### src/hdl/spp_pkg.sv
// Shared types, widths and codes for the speed-to-step-period unit.
`default_nettype none

package spp_pkg;

   // Field widths
   localparam int CmdW     = 32;
   localparam int SpeedW   = 31;
   localparam int RateW    = 48;
   localparam int PeriodW  = 32;
   localparam int CompareW = 31;
   localparam int CsrIdxW  = 2;
   localparam int CsrDataW = 48;

   // Configuration register indexes
   typedef enum logic [CsrIdxW-1:0] {
      CSR_RATE_CONSTANT = 2'd0,
      CSR_MAX_SPEED     = 2'd1,
      CSR_MIN_SPEED     = 2'd2,
      CSR_REVERSE_DIR   = 2'd3
   } csr_index_type;

   // What the back end does with a command
   typedef enum logic [1:0] {
      KIND_STOP = 2'd0,   // below minimum: only compare = 0
      KIND_HOLD = 2'd1,   // zero speed: direction written, pulses stopped
      KIND_DIV  = 2'd2    // direction written, period from the divider
   } kind_type;

   // Classified command, as queued between front and back
   typedef struct packed {
      kind_type          kind;
      logic              dir_level;
      logic [SpeedW-1:0] mag;
   } cls_type;

   // Partial state of the restoring divider
   typedef struct packed {
      logic [SpeedW-1:0] rem;
      logic [RateW-1:0]  num;   // dividend bits shift out, quotient bits shift in
   } div_stage_type;

   // One restoring division step: one quotient bit
   function automatic div_stage_type div_step(input div_stage_type cur,
                                              input logic [SpeedW-1:0] divisor);
      logic [SpeedW:0] trial;
      logic [SpeedW:0] diff;
      logic            ge;
      div_stage_type   nxt;
      trial   = {cur.rem, cur.num[RateW-1]};
      diff    = trial - {1'b0, divisor};
      ge      = (trial >= {1'b0, divisor});
      nxt.rem = ge ? diff[SpeedW-1:0] : trial[SpeedW-1:0];
      nxt.num = {cur.num[RateW-2:0], ge};
      return nxt;
   endfunction

endpackage

`default_nettype wire

### src/hdl/spp_ifc.sv
// Channel interfaces: speed command in, timer settings out.
`default_nettype none

interface spp_req_if;
   import spp_pkg::*;
   logic                   valid;
   logic                   ready;
   logic signed [CmdW-1:0] speed_cmd;
   modport source (output valid, output speed_cmd, input ready);
   modport sink   (input valid, input speed_cmd, output ready);
endinterface


`default_nettype wire

### src/hdl/spp_front.sv
// Front end: takes a speed command, clamps it and classifies it.
`default_nettype none

module spp_front (
   input  wire logic                       clock,
   input  wire logic                       reset,
   spp_req_if.sink                         req_chan,
   input  wire logic [spp_pkg::SpeedW-1:0] max_speed,
   input  wire logic [spp_pkg::SpeedW-1:0] min_speed,
   input  wire logic                       reverse_dir,
   output logic                            out_valid,
   input  wire logic                       out_ready,
   output spp_pkg::cls_type                out_data
);
   import spp_pkg::*;

   logic                   front_valid_ff;
   logic                   front_valid_in;
   logic signed [CmdW-1:0] cmd_ff;
   logic                   neg;
   logic [CmdW-1:0]        mag_full;
   logic                   over;
   logic                   under;
   logic [SpeedW-1:0]      mag_clamped;

   // Holding register, freed as soon as the item moves into the queue
   assign req_chan.ready = !front_valid_ff || out_ready;
   assign out_valid      = front_valid_ff;

   always_comb begin
      front_valid_in = front_valid_ff;
      if (req_chan.valid && req_chan.ready) begin
         front_valid_in = 1'b1;
      end else if (out_ready) begin
         front_valid_in = 1'b0;
      end
   end

   always_ff @(posedge clock) begin
      if (reset) begin
         front_valid_ff <= 1'b0;
      end else begin
         front_valid_ff <= front_valid_in;
      end
   end

   always_ff @(posedge clock) begin
      if (req_chan.valid && req_chan.ready) begin
         cmd_ff <= req_chan.speed_cmd;
      end
   end

   // Magnitude; the most negative command gives 2^31
   assign neg      = cmd_ff[CmdW-1];
   assign mag_full = neg ? (~cmd_ff + 1'b1) : cmd_ff;
   assign over     = (mag_full > {1'b0, max_speed});
   assign under    = (mag_full < {1'b0, min_speed});
   // When not over the limit the magnitude fits the speed width
   assign mag_clamped = over ? max_speed : mag_full[SpeedW-1:0];

   // Classify: a clamped command never counts as below minimum
   always_comb begin
      out_data.mag       = mag_clamped;
      out_data.dir_level = reverse_dir;
      if (!over && under) begin
         out_data.kind = KIND_STOP;
      end else if (mag_clamped == '0) begin
         out_data.kind = KIND_HOLD;
      end else begin
         out_data.kind      = KIND_DIV;
         out_data.dir_level = neg ? reverse_dir : !reverse_dir;
      end
   end

endmodule

`default_nettype wire

### src/flat_wrapper.sv
// flat-port wrapper written by rule: the top's interface ports become plain ports
module spp_front_flat import spp_pkg::*;
  (clock, reset, max_speed, min_speed, reverse_dir, out_valid, out_ready, out_data, req_chan_valid, req_chan_speed_cmd, req_chan_ready);
  spp_req_if req_chan_i ();
  input  wire logic clock;
  input  wire logic reset;
  input  wire logic [spp_pkg::SpeedW-1:0] max_speed;
  input  wire logic [spp_pkg::SpeedW-1:0] min_speed;
  input  wire logic reverse_dir;
  output logic out_valid;
  input  wire logic out_ready;
  output spp_pkg::cls_type out_data;
  input wire logic [$bits(req_chan_i.valid)-1:0] req_chan_valid;
  input wire logic [$bits(req_chan_i.speed_cmd)-1:0] req_chan_speed_cmd;
  output wire logic [$bits(req_chan_i.ready)-1:0] req_chan_ready;
  assign req_chan_i.valid = req_chan_valid;
  assign req_chan_i.speed_cmd = req_chan_speed_cmd;
  assign req_chan_ready = req_chan_i.ready;
  spp_front u_core (.clock(clock), .reset(reset), .req_chan(req_chan_i), .max_speed(max_speed), .min_speed(min_speed), .reverse_dir(reverse_dir), .out_valid(out_valid), .out_ready(out_ready), .out_data(out_data));
endmodule
### config.mk
export PLATFORM = sky130hd
export DESIGN_NAME = spp_front_flat
export DESIGN_NICKNAME = d
export VERILOG_FILES = /design/src/hdl/spp_pkg.sv /design/src/hdl/spp_ifc.sv /design/src/hdl/spp_front.sv /design/src/flat_wrapper.sv
export SDC_FILE = /design/constraint.sdc
export NUM_CORES = 1
export LEC_CHECK = 0
export BUFFER_PORTS_ARGS = -buffer_cell sky130_fd_sc_hd__buf_2
export CORE_ASPECT_RATIO = 1.75
export CORE_MARGIN = 2
export CORE_UTILIZATION = 49
export CTS_BUF_LIST = sky130_fd_sc_hd__clkbuf_8
export CTS_CLUSTER_DIAMETER = 40
export DETAILED_ROUTE_END_ITERATION = 6
export GPL_ROUTABILITY_DRIVEN = 0
export PLACE_DENSITY = 0.8
export RECOVER_POWER = 100
export SYNTH_ARGS = -nofsm -noshare
export SYNTH_HDL_FRONTEND = slang
export SYNTH_SLANG_ARGS = --single-unit
### constraint.sdc
create_clock -name clock -period 5.6 [get_ports clock]
set_clock_uncertainty 0.2 [all_clocks]
set_input_delay 1.68 -clock clock [delete_from_list [all_inputs] [get_ports clock]]
set_output_delay 1.68 -clock clock [all_outputs]
set_load 0.1 [all_outputs]
==> impl_metrics.py, run 1 <==
metrics = {
    "synth": {
        "syn_area_per_cell_um2": 8.07,
        "yosys-top-cells-area": "edfxtp_1 23%, ha_1 18%, o21ai_0 6.5%",
        "synth.distinct_cells": 66,
        "synth_top_area_share_pct": 22.7,
        "yosysMostFrequentCell": "inv_1",
        "seq_area_frac_synth_pct": 23.1,
        "ys.flop_type": "edfxtp_1",
        "yosys_warnings": 0,
        "synth_nets": 686,
        "synth_area_leader_cell": "edfxtp_1",
        "synth-edff-count": 32,
        "synth_seq_cells": 33,
        "syn_inst": 525,
        "syn_area_um2": 4240,
        "async_flop_share_pct": 0,
        "synth_common_cells": "71 x inv_1, 62 x ha_1, 55 x o21ai_0, 53 x nand2_1, 32 x edfxtp_1",
    },
    "die": {
        "io_pins": 135,
        "initial_core_util_pct": 50.6,
        "row_count": 44,
        "die_w_um": 74.3,
        "die_h_um": 127,
    },
    "global_routing": {
        "grtUsageTotal_pct": 100,
        "grt_start_max_net_pins": 37,
        "gr-total-overflow": 889,
    },
    "cts": {
        "cts_root_buffer": "clkbuf_8",
        "clk_path_buf_depth": 2,
        "numCtsBuffers": 5,
        "h-tree-depth": 2,
        "numClockSinks": 33,
    },
    "placement": {
        "dp_hpwl_um": 12900,
        "place_inst": 883,
        "portBuffers": 134,
        "place_area_um2": 6890,
    },
    "sta": {
        "worstEpCategory": "primary output",
        "crit_endpoint": "out_data[32]",
    },
    "outcome": {
        "failing_step": "global routing (5_1_grt)",
        "status": "did not finish",
        "tool.error": "[ERROR GRT-0232] Routing congestion too high. Check the congestion heatmap in the GUI.",
    },
}
-- what timing repair did --
item	CTS
pin swaps	30
cloned	3
gates resized for setup	127
hold buffers	0
setup buffers	51
endpoints found under the setup margin	34
-- logic make-up after synthesis --
logic type      after synthesis  synth area share, %
buf+inv                      95                 8.68
xor+xnor                     30                 6.20
flops                        33                 23.1
compound gates              134                 20.5
simple gates                167                 22.2
mux                           4                0.974
fa+ha+maj                    62                 18.3
-- per-layer routing --
| metal | GRT usage, % | GRT overflow |
|---|---|---|
| met2 | 134 | 690 |
| met3 | 70.4 | 6 |
| met4 | 113 | 191 |
| met5 | 23.4 | 0 |
| met1 | 86.8 | 2 |
-- per-stage QoR --
step | setup TNS [ns] | setup WS [ns]
3_3_place_gp | -11.35 | -0.613
2_1_floorplan | -9.75 | -0.834
4_1_cts | -22.76 | -0.875
3_5_place_dp | -17.97 | -0.772
==> run 2: changes to the inputs <==
--- a/config.mk
+++ b/config.mk
@@ -6,14 +6,11 @@
 export NUM_CORES = 1
 export LEC_CHECK = 0
 export BUFFER_PORTS_ARGS = -buffer_cell sky130_fd_sc_hd__buf_2
-export CORE_ASPECT_RATIO = 1.75
 export CORE_MARGIN = 2
-export CORE_UTILIZATION = 49
-export CTS_BUF_LIST = sky130_fd_sc_hd__clkbuf_8
-export CTS_CLUSTER_DIAMETER = 40
+export CORE_UTILIZATION = 36
 export DETAILED_ROUTE_END_ITERATION = 6
 export GPL_ROUTABILITY_DRIVEN = 0
-export PLACE_DENSITY = 0.8
+export PLACE_DENSITY_LB_ADDON = 0.15
 export RECOVER_POWER = 100
 export SYNTH_ARGS = -nofsm -noshare
 export SYNTH_HDL_FRONTEND = slang
==> constraint.sdc (replaced) <==
create_clock -name clock -period 7.28 [get_ports clock]
set_clock_uncertainty 0.2 [all_clocks]
set_input_delay 2.184 -clock clock [delete_from_list [all_inputs] [get_ports clock]]
set_output_delay 2.184 -clock clock [all_outputs]
set_load 0.1 [all_outputs]
==> impl_metrics.py, run 2 <==
metrics = {
    "outcome": {
        "status": "finished, violations left",
        "violations": "max-capacitance violations, max-slew violations",
    },
    "setup_path": {
        "crit_chain": "buf_2, inv_2, ha_1, nand4_1, nor4_2, buf_4, nand2b_4, a31oi_4, nor3_4, nor4_2, a2111o_1, a311oi_2, buf_4, buf_12",
        "crit_required_ns": 4.90,
        "cp_slowest_cell": "a2111o_1",
        "crit_path_end_kind": "primary output",
        "startpoint_type": "input pin",
        "cp.arrival_ns": 4.76,
        "max_stage_delay_ns": 0.40,
        "crit_type": "input pin to primary output",
        "regToRegSetupSlack_ns": 4.98,
        "critPathTopFamily": "simple AND/OR/NAND/NOR gates",
        "critPathMaxFanout": 7,
        "critPathBufInv": 5,
    },
    "die": {
        "die-area_um2": 12700,
        "initial_core_util_pct": 37.0,
        "row_count": 39,
        "die_h_um": 112,
        "io_pins": 135,
        "coreArea_um2": 11500,
        "die_w_um": 112,
    },
    "synth": {
        "yosysMostFrequentCell": "inv_1",
        "synth_area_leader_cell": "edfxtp_1",
        "yosys_warnings": 0,
        "synth_nets": 686,
        "syn_inst": 525,
        "async_flop_share_pct": 0,
        "syn_area_um2": 4240,
        "synth_common_cells": "71 x inv_1, 62 x ha_1, 55 x o21ai_0, 53 x nand2_1, 32 x edfxtp_1",
        "synth_seq_cells": 33,
        "synth.distinct_cells": 66,
        "synth_top_area_share_pct": 22.7,
        "yosys-top-cells-area": "edfxtp_1 23%, ha_1 18%, o21ai_0 6.5%",
        "synth-edff-count": 32,
        "syn_area_per_cell_um2": 8.07,
        "ys.flop_type": "edfxtp_1",
        "seq_area_frac_synth_pct": 23.1,
    },
    "routing": {
        "num_vias": 4395,
        "drt_drc_violations_left": 0,
        "wl_met1_um": 6140,
        "dr.pass1.iters": 5,
        "wl_met2_um": 6280,
        "first_iter_violations": 204,
        "ant_nets": 0,
        "avgViaCountPerCell": 5.35,
        "wl_um": 13200,
        "maxUsedRoutingLayer": "met4",
        "routed-wl-met3_um": 615,
        "wl_per_cell_um": 16.1,
    },
    "cts": {
        "numCtsBuffers": 5,
        "numClockSinks": 33,
        "h-tree-depth": 2,
        "path_clk_slew_ns": 0.05,
        "cts_root_buffer": "clkbuf_16",
        "clk_path_buf_depth": 2,
        "tritoncts": "yes",
        "clkLatencyLatePin_ns": 0.27,
    },
    "global_routing": {
        "grt_pass1_wl_um": 20700,
        "grt_start_max_net_pins": 33,
        "grtUsageTotal_pct": 20.1,
        "grt_pass1_vias": 4276,
        "antenna_found_initial": 0,
        "gr-total-overflow": 0,
    },
    "layout": {
        "layout_commonest_cell": "buf_2",
        "nets": 839,
        "largest_reg_flops": 32,
        "design_area_um2": 5980,
        "regMostFlops": "u_core.cmd_ff",
        "final_util_pct": 52.1,
        "n_antenna_cell": 0,
        "final_cell_mix": "98 x buf_2, 63 x inv_1, 55 x ha_1",
        "drive_above_1_share_pct": 35.9,
        "final_cells": 822,
        "syn_to_final_growth_pct": 41.1,
    },
    "sta": {
        "period_share_pct": 98.2,
        "setup_viol": 0,
        "slew_violations": 33,
        "max_freq_mhz": 140,
        "relSlewSlack_pct": -7.16,
        "worst_pin_slew_ns": 1.61,
        "finalHoldViolCount": 0,
        "hold_slack_ns": 0.322,
        "period_needed_ns": 7.15,
    },
    "power_and_ir_drop": {
        "leakage_nw": 2.77,
        "total_power_mw": 1.16,
        "power.density_nw_per_um2": 195,
        "irDropWorstVdd_v": 0.000152,
    },
    "job": {
        "cap_violations": 1,
    },
    "placement": {
        "dp_hpwl_um": 10900,
        "place_area_um2": 5690,
        "portBuffers": 134,
        "place_inst": 801,
    },
    "min_path": {
        "hold_path_class": "register to register",
    },
}
run 2: cell counts after synthesis:
Identical to the previous run, type by type.
run 2: layout make-up:
type                       count  area (um2)
timing repair buffer         169        1150
tap                          143         179
sequential                    33         981
fill                        1120        5490
clock buffer                   8         136
inverter                      72         270
multi-input combinational    397        3260
run 2: cell families after synthesis:
| group | Yosys count | share of synthesized area [%] |
|---|---|---|
| AOI/OAI and AO/OA | 134 | 20.5 |
| muxes | 4 | 0.974 |
| buffers and inverters | 95 | 8.68 |
| DFF | 33 | 23.1 |
| adders and majority gates | 62 | 18.3 |
| xor gates and xnor gates | 30 | 6.20 |
| and+or+nand+nor | 167 | 22.2 |
run 2: metrics by stage:
stage	setup TNS [ns]	setup slack, ns
floorplan	-7.92	-0.369
global placement	-0.0500	-0.0500
detailed placement	-0.146	-0.101
CTS	-0.0259	-0.0104
global route	-0.00314	-0.00153
finish	0	0.133
run 2: final timing paths:
check	start	end	cells after the start
worst min register to register	u_core.out_valid	u_core.out_valid	2
worst min-delay path	u_core.out_valid	u_core.out_valid	2
worst max register to register	u_core.out_valid	u_core.cmd_ff[0]	3
worst max-delay path	max_speed[2]	out_data[31]	14
run 2: tightest hold or removal path: cells and delay by family (launching register included):
family	cells	cell delay, ns
flip-flops	1	0.30
AND/OR/NAND/NOR	1	0.10
AO/OA/AOI/OAI	1	0.08
run 2: where the power goes:
group | switching [mW] | total (mW) | internal (mW)
clock network | 0.0641 | 0.191 | 0.126
logic | 0.511 | 0.731 | 0.221
registers | 0.0179 | 0.242 | 0.224
run 2: timing repair:
action	4_1_cts	5_1_grt
hold buffers	0	0
resized for setup	2	61
setup endpoints to repair	15	34
buffers inserted	0	13
pin swaps	0	16
run 2: per-layer routing:
layer	GRT usage [%]	vias to the layer above
met1	27.0	2024
met2	34.3	126
li1	-	2229
met4	5.77	0
met5	0	-
met3	2.00	16
(Power assumes the default switching activity.)
