### src/hdl/spp_pkg.sv
// Shared types, widths and codes for the speed-to-step-period unit.
`default_nettype none

package spp_pkg;

   // Field widths
   localparam int CmdW     = 32;
   localparam int SpeedW   = 31;
   localparam int RateW    = 48;
   localparam int PeriodW  = 32;
   localparam int CompareW = 31;
   localparam int CsrIdxW  = 2;
   localparam int CsrDataW = 48;

   // Configuration register indexes
   typedef enum logic [CsrIdxW-1:0] {
      CSR_RATE_CONSTANT = 2'd0,
      CSR_MAX_SPEED     = 2'd1,
      CSR_MIN_SPEED     = 2'd2,
      CSR_REVERSE_DIR   = 2'd3
   } csr_index_type;

   // What the back end does with a command
   typedef enum logic [1:0] {
      KIND_STOP = 2'd0,   // below minimum: only compare = 0
      KIND_HOLD = 2'd1,   // zero speed: direction written, pulses stopped
      KIND_DIV  = 2'd2    // direction written, period from the divider
   } kind_type;

   // Classified command, as queued between front and back
   typedef struct packed {
      kind_type          kind;
      logic              dir_level;
      logic [SpeedW-1:0] mag;
   } cls_type;

   // Partial state of the restoring divider
   typedef struct packed {
      logic [SpeedW-1:0] rem;
      logic [RateW-1:0]  num;   // dividend bits shift out, quotient bits shift in
   } div_stage_type;

   // One restoring division step: one quotient bit
   function automatic div_stage_type div_step(input div_stage_type cur,
                                              input logic [SpeedW-1:0] divisor);
      logic [SpeedW:0] trial;
      logic [SpeedW:0] diff;
      logic            ge;
      div_stage_type   nxt;
      trial   = {cur.rem, cur.num[RateW-1]};
      diff    = trial - {1'b0, divisor};
      ge      = (trial >= {1'b0, divisor});
      nxt.rem = ge ? diff[SpeedW-1:0] : trial[SpeedW-1:0];
      nxt.num = {cur.num[RateW-2:0], ge};
      return nxt;
   endfunction

endpackage

`default_nettype wire

### src/hdl/spp_queue.sv
// Small FIFO between the classifying front end and the divider back end.
`default_nettype none

module spp_queue #(
   parameter int Depth = 4
) (
   input  wire logic              clock,
   input  wire logic              reset,
   input  wire logic              in_valid,
   output logic                   in_ready,
   input  wire spp_pkg::cls_type  in_data,
   output logic                   out_valid,
   input  wire logic              out_ready,
   output spp_pkg::cls_type       out_data
);
   import spp_pkg::*;

   localparam int PtrW = (Depth > 1) ? $clog2(Depth) : 1;
   localparam int CntW = $clog2(Depth + 1);

   cls_type           mem_ff [Depth];
   logic [PtrW-1:0]   wr_ptr_ff;
   logic [PtrW-1:0]   rd_ptr_ff;
   logic [CntW-1:0]   count_ff;
   logic              push;
   logic              pop;

   assign in_ready  = (count_ff != CntW'(Depth));
   assign out_valid = (count_ff != '0);
   assign out_data  = mem_ff[rd_ptr_ff];
   assign push      = in_valid && in_ready;
   assign pop       = out_valid && out_ready;

   // Storage
   always_ff @(posedge clock) begin
      if (push) begin
         mem_ff[wr_ptr_ff] <= in_data;
      end
   end

   // Pointers and fill count
   always_ff @(posedge clock) begin
      if (reset) begin
         wr_ptr_ff <= '0;
         rd_ptr_ff <= '0;
         count_ff  <= '0;
      end else begin
         if (push) begin
            wr_ptr_ff <= (wr_ptr_ff == PtrW'(Depth - 1)) ? '0 : wr_ptr_ff + 1'b1;
         end
         if (pop) begin
            rd_ptr_ff <= (rd_ptr_ff == PtrW'(Depth - 1)) ? '0 : rd_ptr_ff + 1'b1;
         end
         if (push && !pop) begin
            count_ff <= count_ff + 1'b1;
         end else if (pop && !push) begin
            count_ff <= count_ff - 1'b1;
         end
      end
   end

endmodule

`default_nettype wire

### config.mk
export PLATFORM = sky130hd
export DESIGN_NAME = spp_queue
export DESIGN_NICKNAME = d
export VERILOG_FILES = /design/src/hdl/spp_pkg.sv /design/src/hdl/spp_queue.sv
export SDC_FILE = /design/constraint.sdc
export NUM_CORES = 1
export LEC_CHECK = 0
export CORE_UTILIZATION = 40
export CTS_BUF_LIST = sky130_fd_sc_hd__clkbuf_8
export DETAILED_ROUTE_END_ITERATION = 12
export DONT_BUFFER_PORTS = 1
export PLACE_DENSITY_LB_ADDON = 0.25
export SYNTH_ARGS = -nofsm -noshare
export SYNTH_HDL_FRONTEND = slang
export SYNTH_SLANG_ARGS = --single-unit
### constraint.sdc
create_clock -name clock -period 2.4 [get_ports clock]
set_clock_uncertainty 0.2 [all_clocks]
set_input_delay 0.6 -clock clock [delete_from_list [all_inputs] [get_ports clock]]
set_output_delay 0.6 -clock clock [all_outputs]
set_load 0.1 [all_outputs]
==> results of run 1 <==
-- final timing paths --
check	to	startpoint	slack, ns	depth (start not counted)
worst min-delay path	flip-flop	reset	0.05	1
worst max register to register	count_ff[2]$_SDFFE_PP0P_	count_ff[2]$_SDFFE_PP0P_	0.11	7
worst max-delay path	out_data[12]	flip-flop	-0.19	3
worst min register to register	flip-flop	rd_ptr_ff[0]$_SDFFE_PP0P_	0.29	2
-- cell usage after synthesis, drive strengths merged --
| master | number | share of area [%] |
|---|---|---|
| and3 | 4 | 0.56 |
| or3 | 3 | 0.40 |
| buf | 7 | 0.72 |
| ha | 6 | 1.4 |
| mux4 | 34 | 14 |
| nand2 | 1 | 0.070 |
| a21oi | 2 | 0.19 |
| xor2 | 2 | 0.33 |
| o21ai | 1 | 0.093 |
| mux2i | 3 | 0.56 |
| and2 | 1 | 0.16 |
| clkbuf | 3 | 0.26 |
| fa | 1 | 0.37 |
| edfxtp | 136 | 76 |
| o31ai | 2 | 0.37 |
| or3b | 1 | 0.16 |
| nor2 | 3 | 0.21 |
| nand2b | 2 | 0.23 |
| nor3 | 1 | 0.093 |
| dfxtp | 9 | 3.4 |
| nand3 | 1 | 0.093 |
| inv | 3 | 0.21 |
-- critical path, cell delays in order, from the launching register on --
cell     delay [ns]
dfxtp_4        0.42
buf_12         0.18
mux4_2         0.56
buf_12         0.19
-- routing by layer --
layer / share of wire [%] / wire [µm]
met4: 1.5 / 139
met3: 7.7 / 705
met5: 0 / 0
met2: 49 / 4510
met1: 41 / 3780
-- where the power goes --
part           internal (mW)  switching (mW)  leakage, nW
Clock                   1.21           0.842        0.217
Sequential              3.08           0.123         1.32
Combinational           1.45            2.49        0.737
Total                   5.74            3.46         2.28
-- metrics by stage --
stage	power [mW]	instance area [µm²]
finish	9.19	6890
global route	9.52	6890
CTS	9.31	6890
detailed placement	7.14	6390
global placement	7.11	6390
floorplan	5.87	5420
-- area by class of cell --
cell class / count / area (µm²)
clock inverter: 14 / 196
inverter: 3 / 11.3
timing repair buffer: 45 / 873
tap: 172 / 215
sequential: 145 / 4270
fill: 986 / 5990
multi-input combinational: 68 / 1080
clock buffer: 17 / 234
-- what timing repair did --
action,CTS,global route
gates resized for setup,7,2
endpoints found under the hold margin,5,0
endpoints found under the setup margin,36,36
buffers inserted,0,0
pin swaps,0,1
hold buffers,1,0
gates cloned,1,0
-- cell families (layout without fill, tap and decap cells) --
kind of cell             Yosys count  after routing
AO/OA/AOI/OAI                      5              5
XOR/XNOR                           2              2
adder cells (fa/ha/maj)            7              7
buffers and inverters             13             79
flip-flops                       145            145
multiplexers                      37             37
AND/OR/NAND/NOR                   17             17
-- placed cells by master (no fill, tap or decap), drive strengths merged --
cell type    Yosys  final
xor2             2      2
nand3            1      1
edfxtp         136    136
or3b             1      1
buf              7     44
nor2             3      3
and3             4      4
dlygate4sd3      0      1
and2             1      1
nand2            1      1
nand2b           2      2
clkinvlp         0      2
a21oi            2      2
fa               1      1
o21ai            1      1
ha               6      6
clkbuf           3     17
or3              3      3
inv              3      4
bufinv           0      5
o31ai            2      2
dfxtp            9      9
clkinv           0      6
nor3             1      1
mux4            34     34
mux2i            3      3
-- registers in the layout, summed over array words and instances, names as in the netlist, named ones only --
register / flops
count_ff: 3
mem_ff: 136
rd_ptr_ff: 2
wr_ptr_ff: 2
==> summary.txt, run 1 <==
Synth
  • Avg Inst Size Synth: 23.8 µm²
  • Post-Syn Instances: 226
  • Mapped Area: 0.00538 mm²
  • Synth cell types: 27
  • Adder-cell share of the synthesized area: 1.77%
  • Post-synthesis sequential area ratio: 79.3%
  • Area share of xor/xnor cells in the synthesized design: 0.326%
  • Largest family of logic cells by synthesized area: multiplexers
  • Register bit total from synthesis: 145
  • YS warnings: 0
  • Simple-Gate Fraction of Synth Area: 1.98%
  • Post-synthesis mux area share: 14.8%
  • Compound-gate portion of the synthesized area: 0.651%
  • Syn_nets: 271

CTS
  • TritonCTS clock tree: yes
  • Num Clock Sinks: 145
  • Clk Latency, worst-skew pair: 0.43 ns
  • Clk root buf: clkbuf_8
  • Clock slew at reported path FFs: 0.07 ns
  • Longest Clk Path Bufs: 2
  • H-tree Lvls: 4
  • CTS Buf Count: 17

STA
  • Final setup violation count: 34
  • Worst Tran Pin Value: 0.318 ns
  • Slew Limit Fails: 0
  • Post-layout minimum cycle time: 2.59 ns
  • Final Hold Fails: 0
  • Final period util: 108%
  • Peak Freq: 0.386 GHz
  • Hold slack: 0.0491 ns
  • Max-slew headroom: 78.8%
  • Unrepaired setup endpoints after global routing: true
  • Setup Total Neg Slack: -5.59 ns
  • Worst setup margin: -0.192 ns

GRT
  • First-pass GRT wire length: 14,400 µm
  • GRT met3 Usage: 7.07%
  • GR Util met1: 17.2%
  • GRT overflow: 0
  • GR peak layer: met2
  • Gr usage total: 14.5%
  • Initial antenna violation count: 0
  • Vias in the first global route: 2,545
  • Grt met2 use: 22.5%
  • Largest net degree at the start of global routing: 35

Route
  • Final wirelength: 9140 µm
  • Antenna-violating nets left: 0
  • Number of vias per cell: 5.06
  • DRT Pass-1 Iters: 4
  • Vias: 2,347
  • Initial DRC count: 140
  • Drt drc: 0
  • Wire per inst: 19.7 µm

Finish
  • Layout area overhead: 28.1%
  • N_diodes: 0
  • Share of layout cells above drive strength 1: 42.1%
  • Layout net count: 325
  • Fin util: 53.5%
  • Non-filler cells, final: 464

Floorplan
  • Die area: 0.0139 mm²
  • Initial Util: 41.8%
  • Die height: 118 µm
  • Core Rows: 41
  • Die width: 118 µm
  • Ports: 74
  • Core Region: 0.0129 mm²

Place
  • Pre-CTS WS: -0.0341 ns
  • Placed cell count: 431
  • Post-DP HPWL: 5270 µm
  • # port buffers: 0
  • Final GP Congestion: 0.693

Critical path
  • Critical path class: reg -> out
  • Startpoint types: flip-flop
  • Crit end category: output pin
  • WP data arrival: 1.79 ns
  • Worst endpoint required time: 1.60 ns
  • CP Max Fanout: 12

Pwr
  • Leakage: 2.28 nW
  • PwrDens: 1330 mW/mm²
  • Worst IR Drop VDD: 0.919 mV

Hold path
  • Hold/Removal Path Class: in -> reg

Run
  • Max-cap violations: 0

Run status
  • Violated checks: negative setup slack
  • Status: complete, but fails checks
Note: power is estimated with default switching activity, not from simulation.
==> inputs of run 2 (changes only) <==
--- a/config.mk
+++ b/config.mk
@@ -5,6 +5,9 @@
 export SDC_FILE = /design/constraint.sdc
 export NUM_CORES = 1
 export LEC_CHECK = 0
+export ABC_AREA = 1
+export CELL_PAD_IN_SITES_DETAIL_PLACEMENT = 0
+export CELL_PAD_IN_SITES_GLOBAL_PLACEMENT = 1
 export CORE_UTILIZATION = 40
 export CTS_BUF_LIST = sky130_fd_sc_hd__clkbuf_8
 export DETAILED_ROUTE_END_ITERATION = 12
==> summary.txt, run 2 <==
Hold path
  • Hold Path End: mem_ff[0][14]$_DFFE_PP_
  • Hold_sp: in_data[14]
  • Hold/Removal Path Class: in -> reg
  • Hold path cells: 0 (-1)

Finish
  • Share of layout cells above drive strength 1: 36.4% (-5.7 points)
  • Most common cell after layout, fill and taps aside: edfxtp_1
  • Non-filler cells, final: 650 (+40%)
  • Largest register FFs: 136 (unchanged)
  • Largest regs: mem_ff x136, count_ff x3
  • Most flops, register: mem_ff
  • Fin util: 54.0% (+0.46 points)
  • Layout net count: 503 (+55%)
  • Commonest cells after routing, fill and taps aside: edfxtp_1 (136), nor2_1 (56), buf_12 (42), o21ai_0 (27), o21ai_1 (27)
  • Final instance area: 0.00752 mm² (+9.2%)
  • Layout area overhead: 30.9%
  • N_diodes: 0 (unchanged)

Floorplan
  • Ports: 74 (unchanged)
  • Die height: 122 µm (+3.3%)
  • Core Rows: 43 (+4.9%)
  • Die area: 0.0148 mm² (+6.7%)
  • Initial Util: 41.2% (-0.54 points)
  • Die width: 122 µm (+3.3%)
  • Core Region: 0.0139 mm² (+8.2%)

CTS
  • Clock slew at reported path FFs: 0.08 ns (about the same)
  • H-tree Lvls: 4 (unchanged)
  • Num Clock Sinks: 145 (unchanged)
  • Longest Clk Path Bufs: 2 (unchanged)
  • Clk Latency, worst-skew pair: 0.43 ns (about the same)
  • Clk root buf: clkbuf_8
  • CTS Buf Count: 17 (unchanged)
  • TritonCTS clock tree: yes

Critical path
  • Startpoint of the worst register-to-register path: count_ff[1]$_SDFFE_PP0P_
  • CP Max Fanout: 17 (+5)
  • WP data arrival: 1.67 ns (-0.12 ns)
  • Startpoint types: flip-flop
  • Worst endpoint required time: 1.60 ns (about the same)
  • Critical path class: reg -> out
  • Crit end category: output pin
  • Critical R2R Capture: count_ff[2]$_SDFFE_PP0P_
  • Worst R2R Setup Slack: 0.37 ns (+0.26 ns)
  • Reg2Reg Depth: 12 (+5)

GRT
  • Vias in the first global route: 3,478 (+37%)
  • Largest net degree at the start of global routing: 27 (-23%)
  • Gr usage total: 17.0% (+2.4 points)
  • First-pass GRT wire length: 18,200 µm (+26%)
  • Initial antenna violation count: 0 (unchanged)
  • GRT overflow: 0 (unchanged)

Place
  • Dpl cell area: 0.00700 mm² (+9.5%)
  • # port buffers: 0 (unchanged)
  • Final GP Congestion: 0.697 (+0.66%)
  • Placed cell count: 614 (+42%)
  • Post-DP HPWL: 7260 µm (+38%)

Route
  • Final wirelength: 11,700 µm (+28%)
  • Number of vias per cell: 5.16 (+2.0%)
  • Initial DRC count: 149 (+6.4%)
  • DRT Pass-1 Iters: 4 (unchanged)
  • Wire per inst: 18.0 µm (-8.8%)
  • Antenna-violating nets left: 0 (unchanged)
  • Vias: 3,354 (+43%)
  • Drt drc: 0 (unchanged)

STA
  • Max-slew headroom: 73.4% (-5.4 points)
  • Final Hold Fails: 0 (unchanged)
  • Final period util: 103% (-5.1 points)
  • Unrepaired setup endpoints after global routing: true
  • Worst Tran Pin Value: 0.399 ns (+0.0815 ns)
  • Slew Limit Fails: 0 (unchanged)
  • Final setup violation count: 26 (-24%)
  • Worst setup margin: -0.0700 ns (+0.122 ns)
  • Setup Total Neg Slack: -0.938 ns (+4.66 ns)
  • Post-layout minimum cycle time: 2.47 ns (-0.122 ns)
  • Peak Freq: 0.405 GHz (+5.0%)

Synth
  • Synth cell types: 24 (-11%)
  • Register bit total from synthesis: 145 (unchanged)
  • Area contributors post-synth: edfxtp_1 (71%), o21ai_0 (5.6%), o22ai_2 (4.4%), nor2_1 (4.1%), dfxtp_1 (3.1%)
  • Ys async rst share: 0% (unchanged)
  • Syn_nets: 443 (+63%)
  • Primary FF master, synth: edfxtp_1
  • Synth top cells by count: edfxtp_1 (136), o21ai_0 (64), nor2_1 (63)
  • Post-Syn Instances: 398 (+76%)
  • Avg Inst Size Synth: 14.4 µm² (-39%)
  • YS warnings: 0 (unchanged)
  • Post-synthesis sequential area ratio: 74.2% (-5.1 points)
  • Post-synth EDFFs: 136 (unchanged)
  • Post-synth top area cell: edfxtp_1
  • Mapped Area: 0.00574 mm² (+6.8%)
  • Top cell type's share of synthesized area: 71.1% (-4.8 points)
  • Top-count cell post-synth: edfxtp_1

Run
  • Max-cap violations: 0 (unchanged)

Run status
  • Violated checks: negative setup slack
  • Status: complete, but fails checks
## run 2: changes by cell type after synthesis, sizes merged, moves of 4 or more
cell   previous run  this run
mux4             34         0
o21ai             1        69
nand2             1        14
inv               3        16
and3              4         0
o22ai             0        34
buf               7        19
nor2              3        83
## run 2: final cells by class
type,count,area [µm²]
clock inverters,14,76.3
multi-input cells,216,1590
clock buffers,17,234
fillers,1171,6420
flip-flops and latches,145,4270
inverters,16,75.1
repair buffers,62,1040
well taps,180,225
## run 2: timing repair
item                       CTS  global route
pin swaps                    4             2
setup endpoints to repair   34            34
setup buffers                2             0
hold endpoints to repair     1             0
hold buffers                 1             0
cloned                       0             2
resized for setup           51            27
## run 2: worst max-delay path by stage
| stage | start | to | depth (start not counted) | slack, ns |
|---|---|---|---|---|
| 2_1_floorplan | flip-flop | out_data[16] | 5 | 0.04 |
| 3_3_place_gp | flip-flop | out_data[12] | 5 | 0.33 |
| 3_5_place_dp | flip-flop | out_data[23] | 5 | 0.30 |
| 4_1_cts | flip-flop | out_data[1] | 4 | -0.11 |
| 5_1_grt | flip-flop | out_data[1] | 4 | -0.16 |
| 6_report | flip-flop | out_data[23] | 4 | -0.07 |
## run 2: cells by family (layout without fill, tap and decap cells)
| group | count (synthesis) | in the layout | synth area share, % |
|---|---|---|---|
| buffers and inverters | 37 | 109 | 4.05 |
| AOI/OAI and AO/OA | 106 | 106 | 12.2 |
| DFF | 145 | 145 | 74.2 |
| adders and majority gates | 7 | 7 | 1.66 |
| xor gates and xnor gates | 1 | 1 | 0.153 |
| and+or+nand+nor | 102 | 102 | 7.75 |
## run 2: critical path, cell delays in order, from the launching register on
cell and delay (ns):
dfxtp_4 0.45, buf_8 0.19, o21ai_0 0.16, o22ai_4 0.23, buf_12 0.20
## run 2: metrics by stage
stage | worst slack, ns | hold WS [ns]
floorplan | 0.0359 | 0.283
global placement | 0.327 | 0.311
detailed placement | 0.302 | 0.339
CTS | -0.112 | 0.0154
global route | -0.156 | 0.0149
finish | -0.0700 | 0.0539
## run 2: routing by layer
metal / vias to the layer above / track usage (%) / share of wire, %
met5: - / 0 / 0
met4: 0 / 7.56 / 1.5
met3: 15 / 5.76 / 5.2
met2: 67 / 29.5 / 54
met1: 1689 / 18.7 / 39
li1: 1583 / - / -
Power of run 2 is not shown: default switching activity piles up to over one toggle a cycle in this logic, so the estimate is an artifact.
==> inputs of run 3 (changes only) <==
--- a/config.mk
+++ b/config.mk
@@ -13,6 +13,7 @@
 export DETAILED_ROUTE_END_ITERATION = 12
 export DONT_BUFFER_PORTS = 1
 export PLACE_DENSITY_LB_ADDON = 0.25
+export REMOVE_ABC_BUFFERS = 1
 export SYNTH_ARGS = -nofsm -noshare
 export SYNTH_HDL_FRONTEND = slang
 export SYNTH_SLANG_ARGS = --single-unit
==> summary.txt, run 3 (synthesized netlist as in run 2, its figures left out) <==
GRT
  • Vias in the first global route: 3,360 (-3.4%)
  • First-pass GRT wire length: 18,300 µm (+0.46%)
  • Initial antenna violation count: 0 (unchanged)
  • GRT overflow: 0 (unchanged)
  • Gr usage total: 17.5% (+0.52 points)
  • Largest net degree at the start of global routing: 30 (+11%)

STA
  • Final setup violation count: 34 (+31%)
  • Slew Limit Fails: 0 (unchanged)
  • Worst Tran Pin Value: 0.408 ns (+0.00887 ns)
  • Final period util: 106% (+2.8 points)
  • Post-layout minimum cycle time: 2.54 ns (+0.0672 ns)
  • Final Hold Fails: 0 (unchanged)
  • Max-slew headroom: 72.8% (-0.59 points)
  • Unrepaired setup endpoints after global routing: true
  • Worst setup margin: -0.137 ns (-0.0672 ns)
  • Peak Freq: 0.394 GHz (-2.6%)

Route
  • Initial DRC count: 137 (-8.1%)
  • Final wirelength: 12,400 µm (+6.4%)
  • Antenna-violating nets left: 0 (unchanged)
  • Vias: 3,382 (+0.83%)
  • Drt drc: 0 (unchanged)
  • Wire per inst: 18.9 µm (+5.3%)
  • Number of vias per cell: 5.15 (-0.24%)
  • DRT Pass-1 Iters: 4 (unchanged)

Hold path
  • Hold/Removal Path Class: in -> reg

Finish
  • Storage cell area: 0.00427 mm² (about the same)
  • Largest register FFs: 136 (unchanged)
  • Most common cell after layout, fill and taps aside: edfxtp_1
  • Share of layout cells above drive strength 1: 40.7% (+4.3 points)
  • Largest regs: mem_ff x136, count_ff x3
  • Most flops, register: mem_ff
  • Layout net count: 509 (+1.2%)
  • Final instance area: 0.00777 mm² (+3.4%)
  • Commonest cells after routing, fill and taps aside: edfxtp_1 (136), nor2_1 (44), buf_12 (44), o21ai_1 (37), nor2_2 (29)
  • Fillcell total: 1,089 (-7.0%)
  • N_diodes: 0 (unchanged)
  • Layout area overhead: 35.3%
  • Multi-input gate area: 0.00162 mm² (+2.0%)

Critical path
  • Critical path class: reg -> out
  • Crit end category: output pin
  • CP Max Fanout: 6 (-11)
  • Startpoint types: flip-flop
  • WP data arrival: 1.74 ns (+0.07 ns)
  • Worst endpoint required time: 1.60 ns (about the same)

Floorplan
  • Die area: 0.0148 mm² (unchanged)
  • Die height: 122 µm (unchanged)
  • Core Rows: 43 (unchanged)
  • Core Region: 0.0139 mm² (unchanged)
  • Die width: 122 µm (unchanged)
  • Ports: 74 (unchanged)
  • Initial Util: 41.2% (unchanged)

CTS
  • Num Clock Sinks: 145 (unchanged)
  • Longest Clk Path Bufs: 2 (unchanged)
  • H-tree Lvls: 4 (unchanged)
  • CTS Buf Count: 17 (unchanged)
  • Clk Latency, worst-skew pair: 0.44 ns (about the same)
  • TritonCTS clock tree: yes
  • Clock slew at reported path FFs: 0.08 ns (about the same)
  • Clk root buf: clkbuf_8

Place
  • Post-DP HPWL: 7080 µm (-2.6%)
  • # port buffers: 0 (unchanged)
  • Final GP Congestion: 0.732 (+5.0%)
  • Dpl cell area: 0.00683 mm² (-2.4%)

Run status
  • Status: complete, but fails checks
  • Violated checks: negative setup slack

Run
  • Max-cap violations: 0 (unchanged)
-- run 3: cell types whose count changed in the layout (fill, tap and decap cells not counted), sizes merged --
cell	before	now
buf	60	62
inv	16	19
clkbuf	18	21
bufinv	0	1
clkinvlp	3	1
-- run 3: area by class of cell --
type	instances	share of cell area (%)
clock buffer	17	3.01
timing repair buffer	67	15.8
tap	180	2.90
timing repair inverter	1	0.145
sequential	145	54.9
inverter	16	0.966
clock inverter	15	1.34
multi-input combinational	216	20.9
-- run 3: layer usage --
layer  track usage [%]  vias up  share of wire, %
met3              7.40       17               6.8
met4              8.10        0               1.8
met1              20.3     1680                42
li1                  -     1605                 -
met5                 0        -                 0
met2              28.0       80                49
-- run 3: path summary, 6_finish.rpt --
check                                          startpoint                        to  slack (ns)  depth (start not counted)
worst max register to register   count_ff[0]$_SDFFE_PP0P_  count_ff[2]$_SDFFE_PP0P_        0.47                         12
worst max-delay path                            flip-flop               out_data[3]       -0.14                          6
worst min-delay path                          in_data[23]   mem_ff[1][23]$_DFFE_PP_        0.04                          0
worst min register to register  rd_ptr_ff[1]$_SDFFE_PP0P_                 flip-flop        0.32                          2
-- run 3: metrics by stage --
stage / util, % / instances / hold slack, ns / worst slack, ns / TNS (ns)
floorplan: - / 377 / 0.283 / -1.43 / -195.07
global placement: 49.0 / 610 / 0.318 / 0.331 / 0
detailed placement: 49.0 / 610 / 0.319 / 0.274 / 0
CTS: 53.0 / 649 / 0.0133 / -0.139 / -3.61
global route: 55.8 / 657 / 0.000687 / -0.213 / -5.84
finish: 55.8 / 657 / 0.0361 / -0.137 / -3.19
-- run 3: repair_timing --
item / in CTS / in global routing
resized for setup: 51 / 80
setup endpoints to repair: 34 / 34
buffers inserted: 2 / 4
pin swaps: 15 / 31
hold buffers: 1 / 0
gates cloned: 4 / 5
endpoints found under the hold margin: 1 / 0
-- run 3: critical path, cell delays in order, from the launching register on --
cell       delay (ns)
dfxtp_4          0.43
buf_12           0.15
buf_12           0.13
clkbuf_16        0.16
nor2_4           0.04
o22ai_4          0.15
buf_12           0.20
Power of run 3 is left out for the same reason.
